### config.mk
export PLATFORM = sky130hd
export DESIGN_NAME = kats_queue_flat
export DESIGN_NICKNAME = d
export VERILOG_FILES = /design/src/rtl/core/kats_pkg.sv /design/src/rtl/core/kats_if.sv /design/src/rtl/core/kats_queue.sv /design/src/flat_wrapper.sv
export SDC_FILE = /design/constraint.sdc
export NUM_CORES = 1
export LEC_CHECK = 0
export BUFFER_PORTS_ARGS = -buffer_cell sky130_fd_sc_hd__buf_2
export CAP_MARGIN = 20
export CORE_UTILIZATION = 50
export CTS_CLUSTER_DIAMETER = 200
export CTS_CLUSTER_SIZE = 8
export DETAILED_ROUTE_END_ITERATION = 8
export PLACE_DENSITY_LB_ADDON = 0.12
export RECOVER_POWER = 50
export SYNTH_ARGS = -nofsm -noshare
export SYNTH_HDL_FRONTEND = slang
export SYNTH_SLANG_ARGS = --single-unit
### constraint.sdc
create_clock -name clk -period 12.4 [get_ports clk]
set_clock_uncertainty 0.05 [all_clocks]
set_input_delay 0 -clock clk [delete_from_list [all_inputs] [get_ports clk]]
set_output_delay 0 -clock clk [all_outputs]
set_load 0.1 [all_outputs]
### src/rtl/core/kats_pkg.sv
`default_nettype none
package kats_pkg;

	localparam int TABLE_DEPTH = 32;
	localparam int IDX_W = $clog2(TABLE_DEPTH);
	localparam int CNT_W = 6;
	localparam int Q_DEPTH = 2;
	localparam int QP_W = 1;

	typedef logic [IDX_W-1:0] idx_t;
	typedef logic [CNT_W-1:0] cnt_t;

	typedef struct packed {
		logic [31:0]        lower_freq;
		logic [31:0]        upper_freq;
		logic signed [31:0] strength_in;
		logic [31:0]        frame_count_in;
		logic               overwrite;
		logic               dump;
	} item_t;

	typedef struct packed {
		logic               is_entry;
		logic [5:0]         entry_count;
		logic               dropped_full;
		logic [31:0]        out_lower;
		logic [31:0]        out_upper;
		logic signed [31:0] out_strength;
		logic [31:0]        out_frames;
		logic               last;
	} result_t;

	typedef struct packed {
		logic  valid;
		item_t data;
	} q_head_t;

	localparam logic signed [31:0] STR_MAX = 32'sh7FFF_FFFF;
	localparam logic signed [31:0] STR_MIN = 32'sh8000_0000;

	function automatic logic signed [31:0] sat_add(logic signed [31:0] a, logic signed [31:0] b);
		logic signed [32:0] s;
		s = {a[31], a} + {b[31], b};
		if (s[32] != s[31]) begin
			return s[32] ? STR_MIN : STR_MAX;
		end
		return s[31:0];
	endfunction

endpackage
`default_nettype wire

### src/rtl/core/kats_if.sv
`default_nettype none
interface kats_in_if;
	logic                 valid;
	logic                 ready;
	kats_pkg::item_t      data;
	modport source (output valid, output data, input ready);
	modport sink (input valid, input data, output ready);
endinterface

`default_nettype wire

### src/rtl/core/kats_queue.sv
`default_nettype none
module kats_queue (
	input  wire logic            clk,
	input  wire logic            arst_n,
	kats_in_if.sink              items,
	input  wire logic            pop,
	output kats_pkg::q_head_t    head
);
	import kats_pkg::*;

	item_t            mem_q [Q_DEPTH];
	logic [QP_W-1:0]  wr_q;
	logic [QP_W-1:0]  rd_q;
	logic [QP_W:0]    fill_q;
	logic             push;
	logic             do_pop;

	assign items.ready = fill_q != (QP_W+1)'(Q_DEPTH);
	assign push = items.valid && items.ready;
	assign head.valid = fill_q != '0;
	assign head.data = mem_q[rd_q];
	assign do_pop = pop && head.valid;

	always_ff @(posedge clk) begin
		if (push) begin
			mem_q[wr_q] <= items.data;
		end
	end

	always_ff @(posedge clk or negedge arst_n) begin
		if (!arst_n) begin
			wr_q <= '0;
			rd_q <= '0;
			fill_q <= '0;
		end else begin
			if (push) wr_q <= wr_q + 1'b1;
			if (do_pop) rd_q <= rd_q + 1'b1;
			fill_q <= fill_q + (QP_W+1)'(push) - (QP_W+1)'(do_pop);
		end
	end
endmodule
`default_nettype wire

### src/flat_wrapper.sv
// flat-port wrapper written by rule: the top's interface ports become plain ports
module kats_queue_flat import kats_pkg::*;
  (clk, arst_n, pop, head, items_valid, items_data, items_ready);
  kats_in_if items_i ();
  input  wire logic clk;
  input  wire logic arst_n;
  input  wire logic pop;
  output kats_pkg::q_head_t head;
  input wire logic [$bits(items_i.valid)-1:0] items_valid;
  input wire logic [$bits(items_i.data)-1:0] items_data;
  output wire logic [$bits(items_i.ready)-1:0] items_ready;
  assign items_i.valid = items_valid;
  assign items_i.data = items_data;
  assign items_ready = items_i.ready;
  kats_queue u_core (.clk(clk), .arst_n(arst_n), .items(items_i), .pop(pop), .head(head));
endmodule
==> metrics.txt <==
status=complete, but fails checks; failing checks=capacitance limit, slew limit; first-pass GRT wire length=between 20 and 30 mm; Clock Latency Late Sink=between 0.4 and 0.5 ns; Placeable Area=a little under 20000 µm²; WP data arrival=3.20 ns; die area=roughly 20000 µm²; clock-pin slew on the worst setup and hold paths=around 0.050 ns; largest area contributor in the netlist=edfxtp_1; Final Max Tran Viols=34; Synth top area share=0.7838; CP required=roughly 12 ns; Async SR Flop Fraction=0.01515; #FFs+latches synth=~260; detailed-route via count=5482; unrepaired setup endpoints after global routing=no; Root Buffer Master=clkbuf_16; Num CTS Buffers=38; Register Area=between 7000 and 8000 µm²; H-tree level count=2; clk buf depth=3; worst-margin pin slew=1.873 ns; endpoints failing hold=0; detailed placement HPWL=~12 mm; Ys Warns=0; Worst Setup Start Kind=flop; total negative slack=0 ns; area delta synth->final=39.08%; Fillers=1306; antenna viol nets, final=0; fmax=319.6 MHz; EDFF count, synth=between 200 and 300; Area contributors post-synth=edfxtp_1 (78%), mux2_4 (14%), mux2_2 (4.5%), buf_6 (1.1%), dfrtp_1 (1.0%); post-layout min period=3.129 ns; GRT Total Usage=0.1938; MaxCap Viol Count=1; Post-Syn Nets=between 500 and 600; overall die width=around 140 µm; top cells by count, synth=edfxtp_1 (260), mux2_4 (90), mux2_2 (40); crit share post-route=0.2523; Post-CTS Setup Repair Bufs=0; DR pass1 iterations=4; vias in the first global route=a little under 6000; ys flop type=edfxtp_1; cell with the most instances after synthesis=edfxtp_1; mapped cell area=roughly 10000 µm²; Worst Reg-to-Reg Cells=4; Hold-fix buffers, CTS=134; Final Setup Violations=0; Site Rows=just over 50; Slew HR=-0.2485; Final Net Count=991; TritonCTS clock tree=done; Top-Level Pins=266; WL per Instance=between 15 and 20 µm; count of cell types in the netlist=17; multi-input combinational cell area=about 1900 µm²; gate count after technology mapping=around 420; n_diodes=0; routed vias/inst=around 4.8; drt total wl=about 20 mm; clock sink total=between 200 and 300; Worst Setup End Kind=flop; CP Class=reg -> reg; initial DRC count=207; crit path max fanout=54; Final GP Congestion=slightly above 0.7; sequential-to-total area share from yosys stat=0.7939; # resized after CTS=0; die height=approximately 140 µm; largest net degree at the start of global routing=82; port bufs=265; worst min-delay path category=in -> reg; Synth Area per Inst=~23 µm²; GRT overflow=0; antenna violations before repair=0; Starting Density=0.5101; DRC=0; layout cells sized above 1=0.4053; WHS Path Cells=2
[through the flow]
step / utilization / hold WS, ns / instance area (µm²) / instances / worst slack, ns
after CTS: 0.7143 / 0.1543 / 13950 / 1134 / 8.988
after global placement: 0.5902 / -0.2416 / 11520 / 944 / 9.119
after floorplan: - / -0.3456 / 9961 / 424 / 4.900
after detailed placement: 0.5902 / -0.2336 / 11520 / 944 / 9.006
final: 0.7095 / 0.1834 / 13850 / 1136 / 9.271
after global routing: 0.7095 / 0.1706 / 13850 / 1136 / 9.076
[path summary, 6_finish.rpt]
path,from,end,slack [ns]
max,u_core.fill_q[1]$_DFF_PN0_,u_core.mem_q[1][71]$_DFFE_PP_,9.27
min,items_data[103],u_core.mem_q[1][103]$_DFFE_PP_,0.18
max reg2reg,u_core.fill_q[1]$_DFF_PN0_,u_core.mem_q[1][71]$_DFFE_PP_,9.27
min reg2reg,u_core.fill_q[1]$_DFF_PN0_,u_core.fill_q[1]$_DFF_PN0_,0.46
max in group asynchronous,arst_n,u_core.rd_q$_DFFE_PN0P_,11.74
min in group asynchronous,arst_n,u_core.rd_q$_DFFE_PN0P_,0.36
[final cells by class]
type / count / share of cell area
timing repair buffer: 406 / 0.1893
inverter: 3 / 0.0008129
clock buffer: 56 / 0.07813
multi-input combinational: 142 / 0.1367
sequential: 264 / 0.5711
tap: 265 / 0.02393
[placed cells by master, fill, tap and decap left out, types with 2 or more instances in the layout]
cell / instances
edfxtp_1: 260
buf_4: 5
xnor2_1: 3
dfrtp_1: 3
clkbuf_16: 41
ha_1: 2
inv_1: 3
clkbuf_1: 106
buf_2: 173
mux2_2: 40
dlygate4sd3_1: 134
mux2_4: 90
[worst max-delay path, stage by stage, from the launching register on]
cell and delay [ns]:
dfrtp_1 0.40, nand2b_1 0.12, and3_1 1.14, buf_16 0.35, buf_4 0.62
[flip-flops by register name, summed over array words and instances, names as in the netlist]
name	count
u_core.wr_q	1
u_core.mem_q	260
u_core.fill_q	2
u_core.rd_q	1
[routing by layer]
layer  GRT usage  up-vias  share of wire
met3     0.06472       47          0.079
li1            -     2553              -
met2      0.3327      216           0.51
met1      0.2206     2666           0.38
met5           0        -              0
met4     0.08319        0          0.033
[cell families (layout without fill, tap and decap cells)]
| kind of cell | count (synthesis) | in the layout | synth area share |
|---|---|---|---|
| XOR/XNOR | 4 | 4 | 0.003518 |
| adder cells (fa/ha/maj) | 2 | 2 | 0.002512 |
| AND/OR/NAND/NOR | 6 | 6 | 0.003267 |
| multiplexers | 130 | 130 | 0.1809 |
| buffers and inverters | 18 | 465 | 0.01595 |
| flip-flops | 264 | 264 | 0.7939 |
Power is not shown: default switching activity piles up to over one toggle a cycle in this logic, so the estimate is an artifact.
